$ cat config.mk
export PLATFORM = sky130hd
export DESIGN_NAME = digitizer_time_to_btime_unit
export DESIGN_NICKNAME = d
export VERILOG_FILES = /design/src/dttb_pkg.sv /design/src/dttb_tag.sv /design/src/dttb_cal.sv /design/src/digitizer_time_to_btime_unit.sv
export SDC_FILE = /design/constraint.sdc
export NUM_CORES = 2
export LEC_CHECK = 0
export BUFFER_PORTS_ARGS = -buffer_cell sky130_fd_sc_hd__clkbuf_2
export CAP_MARGIN = 10
export CORE_AREA = 2 2 360 398
export CTS_CLUSTER_DIAMETER = 100
export DETAILED_ROUTE_END_ITERATION = 10
export DIE_AREA = 0 0 362 400
export PLACE_DENSITY = 0.67
export SETUP_SLACK_MARGIN = 0.1
export SLEW_MARGIN = 10
export SYNTH_ARGS = -nofsm -noshare
export SYNTH_HDL_FRONTEND = slang
export SYNTH_SLANG_ARGS = --single-unit
$ cat constraint.sdc
create_clock -name clock -period 15.8 [get_ports clock]
set_input_delay 0.79 -clock clock [delete_from_list [all_inputs] [get_ports clock]]
set_output_delay 0.79 -clock clock [all_outputs]
set_load 0.1 [all_outputs]
$ cat src/dttb_pkg.sv
// ----------------------------------------------------------------------------
// dttb_pkg: shared types and constants for the time tag converter
// Holds the payload structs between the stages and the reciprocal constants
// used for the constant divisions.
// ----------------------------------------------------------------------------
package dttb_pkg;

   typedef struct packed {
      logic [31:0]        seq_seconds;
      logic [31:0]        seconds_offset;
      logic [19:0]        micro_offset;
      logic signed [31:0] group_delay;
   } dttb_tag_type;

   typedef struct packed {
      logic [31:0] unix_seconds;
      logic [19:0] microseconds;
      logic        underflow;
   } dttb_time_type;

   typedef struct packed {
      logic [31:0] unix_seconds;
      logic [19:0] microseconds;
      logic [11:0] year;
      logic [8:0]  day_of_year;
      logic [4:0]  hour;
      logic [5:0]  minute;
      logic [5:0]  second;
      logic [13:0] ticks;
      logic [6:0]  sub_tick_micro;
      logic        underflow;
   } dttb_result_type;

   localparam logic [31:0] EPOCH_RESET     = 32'd946684800;

   // bias keeps the microsecond adjustment non-negative, a whole number of seconds
   localparam logic [33:0] DELAY_BIAS      = 34'd2148000000;
   localparam logic [11:0] BIAS_SECONDS    = 12'd2148;

   // floor(n / 1e6) = ((n >> 6) * RECIP_MEGA) >> 41, exact for n < 2^33
   localparam logic [27:0] RECIP_MEGA      = 28'd140737489;
   localparam logic [19:0] MICROS_PER_SEC  = 20'd1000000;

   // floor(n / 86400) = ((n >> 7) * RECIP_DAY) >> 35, exact for 32-bit n
   localparam logic [25:0] RECIP_DAY       = 26'd50903317;
   localparam logic [16:0] SECS_PER_DAY    = 17'd86400;

   // floor(n / 3600) = ((n >> 4) * RECIP_HOUR) >> 21
   localparam logic [13:0] RECIP_HOUR      = 14'd9321;
   localparam logic [11:0] SECS_PER_HOUR   = 12'd3600;

   // floor(n / 60) = ((n >> 2) * RECIP_MIN) >> 14
   localparam logic [10:0] RECIP_MIN       = 11'd1093;
   localparam logic [5:0]  SECS_PER_MIN    = 6'd60;

   // floor(n / 100) = ((n >> 2) * RECIP_TICK) >> 23
   localparam logic [18:0] RECIP_TICK      = 19'd335545;
   localparam logic [6:0]  TICK_MICROS     = 7'd100;

   // floor(n / 1461) = (n * RECIP_QUAD) >> 27, exact for 16-bit n
   localparam logic [16:0] RECIP_QUAD      = 17'd91868;
   localparam logic [10:0] DAYS_PER_QUAD   = 11'd1461;

   // day count is rebased to 1968-01-01 so every four-year group opens with a leap year
   localparam logic [15:0] QUAD_BASE_DAYS  = 16'd731;
   localparam logic [11:0] BASE_YEAR       = 12'd1968;
   // first day after 2100-02-28 counted from 1970; 2100 is no leap year
   localparam logic [15:0] SKIP_DAY        = 16'd47541;
   localparam logic [11:0] SKIP_YEAR       = 12'd2100;
   localparam logic [10:0] YEAR1_START     = 11'd366;
   localparam logic [10:0] YEAR2_START     = 11'd731;
   localparam logic [10:0] YEAR3_START     = 11'd1096;

endpackage

$ cat src/dttb_tag.sv
// ----------------------------------------------------------------------------
// dttb_tag: time tag to unix seconds and microseconds
// Four stages: seconds sum and delay adjustment, reciprocal multiply, remainder
// and seconds carry, clamp and epoch add.
// ----------------------------------------------------------------------------
module dttb_tag (
   input  logic                   clock,
   input  logic                   reset,
   input  logic                   in_valid,
   output logic                   in_ready,
   input  dttb_pkg::dttb_tag_type in_tag,
   input  logic [31:0]            epoch_offset,
   output logic                   out_valid,
   input  logic                   out_ready,
   output dttb_pkg::dttb_time_type out_time
);
   import dttb_pkg::*;

   logic [3:0]    v_ff;
   logic [3:0]    rdy;

   logic [32:0]   sum_secs_ff, sum_secs_in;
   logic [32:0]   adj_ff, adj_in;
   logic [33:0]   adj_wide;

   logic [32:0]   sum2_ff;
   logic [32:0]   adj2_ff;
   logic [13:0]   quot_ff, quot_in;
   logic [54:0]   recip_prod;

   logic [33:0]   mega_prod;
   logic [33:0]   frac_wide;
   logic [34:0]   secs_wide;
   logic [19:0]   frac_ff, frac_in;
   logic [31:0]   secs_low_ff, secs_low_in;
   logic          under_ff, under_in;

   dttb_time_type time_ff, time_in;

   // a stage takes new data when it is empty or its successor moves on
   always_comb begin
      rdy[3] = !v_ff[3] || out_ready;
      rdy[2] = !v_ff[2] || rdy[3];
      rdy[1] = !v_ff[1] || rdy[2];
      rdy[0] = !v_ff[0] || rdy[1];
   end

   always_comb begin
      sum_secs_in = {1'b0, in_tag.seq_seconds} + {1'b0, in_tag.seconds_offset};
      adj_wide    = {14'b0, in_tag.micro_offset}
                  - {{2{in_tag.group_delay[31]}}, in_tag.group_delay} + DELAY_BIAS;
      adj_in      = adj_wide[32:0];

      recip_prod  = 55'(adj_ff[32:6]) * 55'(RECIP_MEGA);
      quot_in     = recip_prod[54:41];

      mega_prod   = 34'(quot_ff) * 34'(MICROS_PER_SEC);
      frac_wide   = {1'b0, adj2_ff} - mega_prod;
      frac_in     = frac_wide[19:0];
      secs_wide   = {2'b0, sum2_ff} + {21'b0, quot_ff} - {23'b0, BIAS_SECONDS};
      under_in    = secs_wide[34];
      secs_low_in = secs_wide[31:0];

      // negative total clamps to zero, leaving only the epoch
      time_in.underflow    = under_ff;
      time_in.unix_seconds = under_ff ? epoch_offset : secs_low_ff + epoch_offset;
      time_in.microseconds = under_ff ? 20'd0 : frac_ff;
   end

   always_ff @(posedge clock) begin
      if (reset) begin
         v_ff <= '0;
      end else begin
         if (rdy[0]) v_ff[0] <= in_valid;
         if (rdy[1]) v_ff[1] <= v_ff[0];
         if (rdy[2]) v_ff[2] <= v_ff[1];
         if (rdy[3]) v_ff[3] <= v_ff[2];
      end
   end

   always_ff @(posedge clock) begin
      if (rdy[0]) begin
         sum_secs_ff <= sum_secs_in;
         adj_ff      <= adj_in;
      end
      if (rdy[1]) begin
         sum2_ff <= sum_secs_ff;
         adj2_ff <= adj_ff;
         quot_ff <= quot_in;
      end
      if (rdy[2]) begin
         frac_ff     <= frac_in;
         under_ff    <= under_in;
         secs_low_ff <= secs_low_in;
      end
      if (rdy[3]) begin
         time_ff <= time_in;
      end
   end

   assign in_ready  = rdy[0];
   assign out_valid = v_ff[3];
   assign out_time  = time_ff;

endmodule

$ cat src/dttb_cal.sv
// ----------------------------------------------------------------------------
// dttb_cal: unix seconds to UTC calendar fields
// Six stages of constant reciprocal multiplies and back-subtractions giving
// year, day of year, time of day and the tick split of the microseconds.
// ----------------------------------------------------------------------------
module dttb_cal (
   input  logic                     clock,
   input  logic                     reset,
   input  logic                     in_valid,
   output logic                     in_ready,
   input  dttb_pkg::dttb_time_type  in_time,
   output logic                     out_valid,
   input  logic                     out_ready,
   output dttb_pkg::dttb_result_type out_result
);
   import dttb_pkg::*;

   logic [5:0]    v_ff;
   logic [5:0]    rdy;

   // stage a: day count and tick count
   dttb_time_type ta_ff;
   logic [50:0]   day_prod;
   logic [36:0]   tick_prod;
   logic [15:0]   days_ff, days_in;
   logic [13:0]   ticks_a_ff, ticks_a_in;

   // stage b: seconds of day, sub-tick, rebased day count
   dttb_time_type tb_ff;
   logic [32:0]   day_secs;
   logic [32:0]   rem_wide;
   logic [20:0]   tick_us;
   logic [20:0]   sub_wide;
   logic [16:0]   dadj_wide;
   logic [16:0]   rem_ff, rem_in;
   logic [6:0]    sub_b_ff, sub_b_in;
   logic [13:0]   ticks_b_ff;
   logic          skip_b_ff, skip_b_in;
   logic [15:0]   dadj_ff, dadj_in;

   // stage c: hour and four-year group
   dttb_time_type tc_ff;
   logic [26:0]   hour_prod;
   logic [32:0]   quad_prod;
   logic [16:0]   rem_c_ff;
   logic [15:0]   dadj_c_ff;
   logic [4:0]    hour_c_ff, hour_c_in;
   logic [5:0]    quad_c_ff, quad_c_in;
   logic [6:0]    sub_c_ff;
   logic [13:0]   ticks_c_ff;
   logic          skip_c_ff;

   // stage d: seconds of hour, day within group
   dttb_time_type td_ff;
   logic [16:0]   hour_secs;
   logic [16:0]   rem2_wide;
   logic [16:0]   quad_days;
   logic [16:0]   r4_wide;
   logic [11:0]   rem2_ff, rem2_in;
   logic [10:0]   r4_ff, r4_in;
   logic [4:0]    hour_d_ff;
   logic [5:0]    quad_d_ff;
   logic [6:0]    sub_d_ff;
   logic [13:0]   ticks_d_ff;
   logic          skip_d_ff;

   // stage e: minute, year, zero-based day of year
   dttb_time_type te_ff;
   logic [20:0]   min_prod;
   logic [5:0]    minute_ff, minute_in;
   logic [1:0]    yr_sel;
   logic [10:0]   yr_start;
   logic [10:0]   doy0_wide;
   logic [8:0]    doy0_ff, doy0_in;
   logic [11:0]   year_ff, year_in;
   logic [11:0]   rem2_e_ff;
   logic [4:0]    hour_e_ff;
   logic [6:0]    sub_e_ff;
   logic [13:0]   ticks_e_ff;
   logic          skip_e_ff;

   // stage f: second and final day of year
   logic [11:0]   min_secs;
   logic [11:0]   sec_wide;
   logic          doy_fix;
   dttb_result_type res_ff, res_in;

   always_comb begin
      rdy[5] = !v_ff[5] || out_ready;
      rdy[4] = !v_ff[4] || rdy[5];
      rdy[3] = !v_ff[3] || rdy[4];
      rdy[2] = !v_ff[2] || rdy[3];
      rdy[1] = !v_ff[1] || rdy[2];
      rdy[0] = !v_ff[0] || rdy[1];
   end

   always_comb begin
      day_prod   = 51'(in_time.unix_seconds[31:7]) * 51'(RECIP_DAY);
      days_in    = day_prod[50:35];
      tick_prod  = 37'(in_time.microseconds[19:2]) * 37'(RECIP_TICK);
      ticks_a_in = tick_prod[36:23];

      day_secs   = 33'(days_ff) * 33'(SECS_PER_DAY);
      rem_wide   = {1'b0, ta_ff.unix_seconds} - day_secs;
      rem_in     = rem_wide[16:0];
      tick_us    = 21'(ticks_a_ff) * 21'(TICK_MICROS);
      sub_wide   = {1'b0, ta_ff.microseconds} - tick_us;
      sub_b_in   = sub_wide[6:0];
      // past 2100-02-28 insert a phantom leap day so the four-year rule holds
      skip_b_in  = (days_ff >= SKIP_DAY);
      dadj_wide  = {1'b0, days_ff} + {16'b0, skip_b_in} + {1'b0, QUAD_BASE_DAYS};
      dadj_in    = dadj_wide[15:0];

      hour_prod  = 27'(rem_ff[16:4]) * 27'(RECIP_HOUR);
      hour_c_in  = hour_prod[25:21];
      quad_prod  = 33'(dadj_ff) * 33'(RECIP_QUAD);
      quad_c_in  = quad_prod[32:27];

      hour_secs  = 17'(hour_c_ff) * 17'(SECS_PER_HOUR);
      rem2_wide  = rem_c_ff - hour_secs;
      rem2_in    = rem2_wide[11:0];
      quad_days  = 17'(quad_c_ff) * 17'(DAYS_PER_QUAD);
      r4_wide    = {1'b0, dadj_c_ff} - quad_days;
      r4_in      = r4_wide[10:0];

      min_prod   = 21'(rem2_ff[11:2]) * 21'(RECIP_MIN);
      minute_in  = min_prod[19:14];
      if (r4_ff >= YEAR3_START) begin
         yr_sel   = 2'd3;
         yr_start = YEAR3_START;
      end else if (r4_ff >= YEAR2_START) begin
         yr_sel   = 2'd2;
         yr_start = YEAR2_START;
      end else if (r4_ff >= YEAR1_START) begin
         yr_sel   = 2'd1;
         yr_start = YEAR1_START;
      end else begin
         yr_sel   = 2'd0;
         yr_start = 11'd0;
      end
      doy0_wide  = r4_ff - yr_start;
      doy0_in    = doy0_wide[8:0];
      year_in    = BASE_YEAR + {4'b0, quad_d_ff, 2'b00} + {10'b0, yr_sel};

      min_secs   = 12'(minute_ff) * 12'(SECS_PER_MIN);
      sec_wide   = rem2_e_ff - min_secs;
      // the phantom leap day shifts the rest of 2100 by one
      doy_fix    = skip_e_ff && (year_ff == SKIP_YEAR);

      res_in.unix_seconds   = te_ff.unix_seconds;
      res_in.microseconds   = te_ff.microseconds;
      res_in.underflow      = te_ff.underflow;
      res_in.year           = year_ff;
      res_in.day_of_year    = doy0_ff + 9'd1 - {8'b0, doy_fix};
      res_in.hour           = hour_e_ff;
      res_in.minute         = minute_ff;
      res_in.second         = sec_wide[5:0];
      res_in.ticks          = ticks_e_ff;
      res_in.sub_tick_micro = sub_e_ff;
   end

   always_ff @(posedge clock) begin
      if (reset) begin
         v_ff <= '0;
      end else begin
         if (rdy[0]) v_ff[0] <= in_valid;
         if (rdy[1]) v_ff[1] <= v_ff[0];
         if (rdy[2]) v_ff[2] <= v_ff[1];
         if (rdy[3]) v_ff[3] <= v_ff[2];
         if (rdy[4]) v_ff[4] <= v_ff[3];
         if (rdy[5]) v_ff[5] <= v_ff[4];
      end
   end

   always_ff @(posedge clock) begin
      if (rdy[0]) begin
         ta_ff      <= in_time;
         days_ff    <= days_in;
         ticks_a_ff <= ticks_a_in;
      end
      if (rdy[1]) begin
         tb_ff      <= ta_ff;
         rem_ff     <= rem_in;
         sub_b_ff   <= sub_b_in;
         ticks_b_ff <= ticks_a_ff;
         skip_b_ff  <= skip_b_in;
         dadj_ff    <= dadj_in;
      end
      if (rdy[2]) begin
         tc_ff      <= tb_ff;
         rem_c_ff   <= rem_ff;
         dadj_c_ff  <= dadj_ff;
         hour_c_ff  <= hour_c_in;
         quad_c_ff  <= quad_c_in;
         sub_c_ff   <= sub_b_ff;
         ticks_c_ff <= ticks_b_ff;
         skip_c_ff  <= skip_b_ff;
      end
      if (rdy[3]) begin
         td_ff      <= tc_ff;
         rem2_ff    <= rem2_in;
         r4_ff      <= r4_in;
         hour_d_ff  <= hour_c_ff;
         quad_d_ff  <= quad_c_ff;
         sub_d_ff   <= sub_c_ff;
         ticks_d_ff <= ticks_c_ff;
         skip_d_ff  <= skip_c_ff;
      end
      if (rdy[4]) begin
         te_ff      <= td_ff;
         minute_ff  <= minute_in;
         doy0_ff    <= doy0_in;
         year_ff    <= year_in;
         rem2_e_ff  <= rem2_ff;
         hour_e_ff  <= hour_d_ff;
         sub_e_ff   <= sub_d_ff;
         ticks_e_ff <= ticks_d_ff;
         skip_e_ff  <= skip_d_ff;
      end
      if (rdy[5]) begin
         res_ff <= res_in;
      end
   end

   assign in_ready   = rdy[0];
   assign out_valid  = v_ff[5];
   assign out_result = res_ff;

endmodule

$ cat src/digitizer_time_to_btime_unit.sv
// a req_ transfer reaches rsp_tvalid through the ten register stages
// throughput: one item per cycle while rsp_tready holds; every stage is a constant multiply or add and compare
// stalls on rsp_tready pass back combinationally through the ready chain, empty stages still fill
// reset clears all stage valid bits and loads epoch_offset with 946684800
// ----------------------------------------------------------------------------
// digitizer_time_to_btime_unit: digitizer time tag to UTC calendar time
// Forms seconds and microseconds from the time tag, adds the epoch offset
// and breaks the result into year, day of year and time of day.
// ----------------------------------------------------------------------------
module digitizer_time_to_btime_unit (
   input  logic          clock,
   input  logic          reset,
   input  logic          req_tvalid,
   output logic          req_tready,
   // seq_seconds[31:0], seconds_offset[63:32], micro_offset[83:64],
   // group_delay[115:84], zero pad[119:116]
   input  logic [119:0]  req_tdata,
   output logic          rsp_tvalid,
   input  logic          rsp_tready,
   // unix_seconds[31:0], microseconds[51:32], year[63:52], day_of_year[72:64],
   // hour[77:73], minute[83:78], second[89:84], ticks[103:90],
   // sub_tick_micro[110:104], zero pad[111]
   output logic [111:0]  rsp_tdata,
   // underflow[0]
   output logic          rsp_tuser,
   input  logic          csr_valid,
   output logic          csr_ready,
   input  logic [31:0]   csr_wdata
);
   import dttb_pkg::*;

   logic            epoch_ff;
   logic [31:0]     epoch_offset_ff;
   dttb_tag_type    tag;
   dttb_time_type   mid_time;
   logic            mid_valid;
   logic            mid_ready;
   dttb_result_type result;

   always_ff @(posedge clock) begin
      if (reset) begin
         epoch_offset_ff <= EPOCH_RESET;
         epoch_ff        <= 1'b0;
      end else begin
         if (csr_valid && csr_ready) begin
            epoch_offset_ff <= csr_wdata;
         end
         epoch_ff <= 1'b1;
      end
   end

   // register port takes a transfer in every cycle once epoch_ff is set after reset
   assign csr_ready = epoch_ff;

   always_comb begin
      tag.seq_seconds    = req_tdata[31:0];
      tag.seconds_offset = req_tdata[63:32];
      tag.micro_offset   = req_tdata[83:64];
      tag.group_delay    = req_tdata[115:84];
   end

   dttb_tag u_tag (
      .clock        (clock),
      .reset        (reset),
      .in_valid     (req_tvalid),
      .in_ready     (req_tready),
      .in_tag       (tag),
      .epoch_offset (epoch_offset_ff),
      .out_valid    (mid_valid),
      .out_ready    (mid_ready),
      .out_time     (mid_time)
   );

   dttb_cal u_cal (
      .clock      (clock),
      .reset      (reset),
      .in_valid   (mid_valid),
      .in_ready   (mid_ready),
      .in_time    (mid_time),
      .out_valid  (rsp_tvalid),
      .out_ready  (rsp_tready),
      .out_result (result)
   );

   assign rsp_tdata = {1'b0, result.sub_tick_micro, result.ticks, result.second,
                       result.minute, result.hour, result.day_of_year, result.year,
                       result.microseconds, result.unix_seconds};
   assign rsp_tuser = result.underflow;

endmodule
==> results.md <==
- Result of the run: finished, final reports clean
- Type of the worst min-delay path: in -> reg
- Number of rows created at floorplan: 145
- Area of placed instances: 75,100 um^2
- Largest stage delay on the critical path: 0.83 ns
- Count of state elements after synthesis: 880
- Maximum number of pins on one net before global-route repair: 89
- H-Tree Level Count: 3
- Cell with the biggest individual delay on the critical path: sky130_fd_sc_hd__a2111oi_1
- Period utilization: 51.7%
- Count of final setup violators: 0
- Dominant combinational cell family by area after synthesis: adder cells
- Worst Clk Skew: 0.0390 ns
- Post-Synth Simple-Gate Area: 4.52%
- Detail Placement HPWL: 119,000 um
- Xor and xnor fraction of the mapped netlist area: 3.81%
- Clock period minus final worst setup slack: 8.17 ns
- Number of enable flip-flop cells after synthesis: 837
- Count of unresolved DRC violations after routing: 0
- Top-Level Pins: 273
- Fraction of the mapped netlist area in adder cells: 41.4%
- Final RePlAce weighted congestion: roughly 0.9
- Worst EP arrival: roughly 8.6 ns
- Proportion of synthesized chip area in sequential cells: 36.4%
- Vias in the first global route: between 40k and 50k
- Most common cell after layout, fill and taps aside: sky130_fd_sc_hd__inv_1
- Number of nets produced by synthesis: approximately 8.0k
- Initial DRT Pass Iterations: 5
- Count of mapped cells out of synthesis: 5,921
- Average detailed-routed wire length per instance: 17.6 um
- Startpoint-to-endpoint class of the critical path: reg -> reg
- Post-synth top area cell: sky130_fd_sc_hd__edfxtp_1
- Count of synthesis-stage warnings from yosys: 0
- CTS root buffer: sky130_fd_sc_hd__clkbuf_16
- Cell chain of the critical path: fa_1 -> inv_1 -> fa_1 -> fa_1 -> inv_1 -> fa_1 -> fa_1 -> fa_1 -> inv_1 -> fa_1 -> inv_1 -> ha_1 -> or2_2 -> a2111oi_1 -> and3_1 -> a311oi_1 -> o31ai_1 -> nand2b_1 -> a31oi_2 -> a21oi_2 -> a221oi_2 -> xnor2_1
- Via Count: 41.8k
- Post-CTS setup buffer count: 0
- Share of synthesized area spent on multiplexers: 0.114%
- Global routing usage summed across all routing layers: roughly a fifth
- Area share of the largest cell type after synthesis: a little over a third
- Wire length reported by the detailed router: 144,000 um
- Starting density of the core: 50.7%
- Largest fanout on the critical path: 7
- Endpoint class of the critical path: register
- Number of vias per cell: between 5 and 6
- Cell variety after synth: 87
- Core area: 141,000 um^2
- Final-report max-slew violation count: 0
- Post-cts hold buffer count: 0
- Number of buffers created by CTS: 88
- Die Y: 400 um
- Dominant cells by area after synthesis: sky130_fd_sc_hd__edfxtp_1, sky130_fd_sc_hd__ha_1, sky130_fd_sc_hd__fa_1
- Setup TNS after final layout: 0 ns
- Tightest Pin Transition: 1.17 ns
- Commonest cells after routing, fill and taps aside: sky130_fd_sc_hd__inv_1, sky130_fd_sc_hd__ha_1, sky130_fd_sc_hd__edfxtp_1, sky130_fd_sc_hd__fa_1, sky130_fd_sc_hd__clkbuf_2
- Fraction of registers with async set/reset: 0%
- Library cell appearing most often on the critical path: sky130_fd_sc_hd__fa_1
- Number of antenna violations at the first check in global routing: 2
- Fillers: approximately 12k
- Number of DRC markers in iteration 0: approximately 1.9k
- Antenna violation net count after detailed routing: 0
- Cell area after layout: 78,000 um^2
- Type of element launching the critical path: register
- First-pass GRT wire length: 236,000 um
- Post-CTS clock slew at the launch and capture registers of the worst setup and hold paths: ~0.070 ns
- Die Area: 145,000 um^2
- Die width: 362 um
- Share of layout cells above drive strength 1: 7.38%
- Final antenna diode count: 0
- Crit path required time: approximately 16 ns
- GRT overflow: 0
- Skew-Pair Late Insertion Delay: 0.71 ns
- RSZ-0062 raised after global routing: false
- Clock buffer depth: 3
- Synthesized-area fraction occupied by ao, oa, aoi and oai cells: 6.03%
- Relative max-transition margin: 21.6%
- Post_cts resized: 0
- Max-Cap Viols: 0
- Post-synthesis to final-layout area growth: 9.19%
- Net count of the finished layout: 8,348
- Mean post-synth cell area: 12.1 um^2
- Synth Flop Type: sky130_fd_sc_hd__edfxtp_1
- Number of input and output port buffers inserted: 267
- TritonCTS clock tree: built
- Peak clock frequency supported by timing: 122 MHz
- Final number of hold-violating endpoints: 0
- Cell area after synthesis: 71,400 um^2
- Count of clock tree sinks: 880
area by class of cell:
type                            count  area (um^2)  area share (%)
Sequential cell                   880        26000            33.3
Multi-Input combinational cell   3569        39900            51.2
Clock buffer                      112         2340            3.00
Tap cell                         1837         2300            2.95
Timing Repair Buffer              287         1490            1.91
Inverter                         1434         5390            6.91
Clock inverter                     48          564           0.723
per-layer routing:
layer	wire (um)	vias to the layer above	track usage, %
li1	-	20300	-
met1	62100	20700	27.0
met2	73300	710	37.0
met3	4740	216	2.32
met4	3870	0	5.76
met5	0	-	0
kinds of logic after synthesis:
group	Yosys count
compound gates	667
xor+xnor	311
fa+ha+maj	1931
buf+inv	1472
flops	880
mux	8
other cells	1
simple gates	651
sequential cells by signal (all words and copies together), names as in the netlist, 14 cells and up:
signal             cells
u_tag.out_time        53
u_cal.ticks_b_ff      14
u_cal.ta_ff           53
u_cal.ticks_e_ff      14
u_cal.ticks_c_ff      14
u_cal.res_in          47
u_cal.rem_ff          17
u_tag.frac_ff         20
u_cal.td_ff           47
u_tag.sum_secs_ff     33
u_cal.out_result     107
u_tag.adj2_ff         20
u_cal.days_ff         16
u_cal.dadj_ff         16
u_cal.tc_ff           44
u_cal.tb_ff           44
u_tag.adj_ff          33
u_tag.sum2_ff         33
u_tag.secs_low_ff     32
u_cal.ticks_a_ff      14
epoch_offset_ff       32
u_cal.ticks_d_ff      14
u_tag.quot_ff         14
synth_stat cells (all sizes together), types with 33 or more instances:
master / number
inv: 1434
nor2b: 58
nor3: 39
nand3: 56
fa: 717
xnor2: 210
a21o: 110
o21ai: 130
nor2: 131
dfxtp: 43
a21oi: 212
o21a: 43
ha: 1214
edfxtp: 837
nand2b: 33
xor2: 101
nand2: 197
per-stage QoR:
step / instances / hold slack (ns) / setup WS, ns / util, %
after floorplan: 5921 / 0.400 / 7.00 / -
after global placement: 8006 / 0.400 / 7.33 / 53.3
after detailed placement: 8006 / 0.405 / 7.61 / 53.3
after CTS: 8166 / 0.289 / 7.58 / 55.3
after global routing: 8167 / 0.333 / 7.34 / 55.3
final: 8167 / 0.352 / 7.63 / 55.3
final timing paths:
path                                                   from  cells after the start                     endpoint  slack (ns)
worst max-delay path             u_tag.adj_ff[24]$_DFFE_PP_                     22  u_tag.quot_ff[11]$_DFFE_PP_        7.63
worst min-delay path                             req_tvalid                      3   u_tag.v_ff[0]$_SDFFE_PP0P_        0.35
worst max register to register   u_tag.adj_ff[24]$_DFFE_PP_                     22  u_tag.quot_ff[11]$_DFFE_PP_        7.63
worst min register to register  u_cal.sub_d_ff[0]$_DFFE_PP_                      0  u_cal.sub_e_ff[0]$_DFFE_PP_        0.40
critical path: cells and delay by family, from the launching register on:
kind	cells	cell delay, ns
simple gates	3	0.83
fa+ha+maj	8	4.01
xor+xnor	1	0.10
flops	1	0.65
compound gates	6	2.08
buf+inv	4	0.23
Power is not shown: default switching activity piles up to over one toggle a cycle in this logic, so the estimate is an artifact.
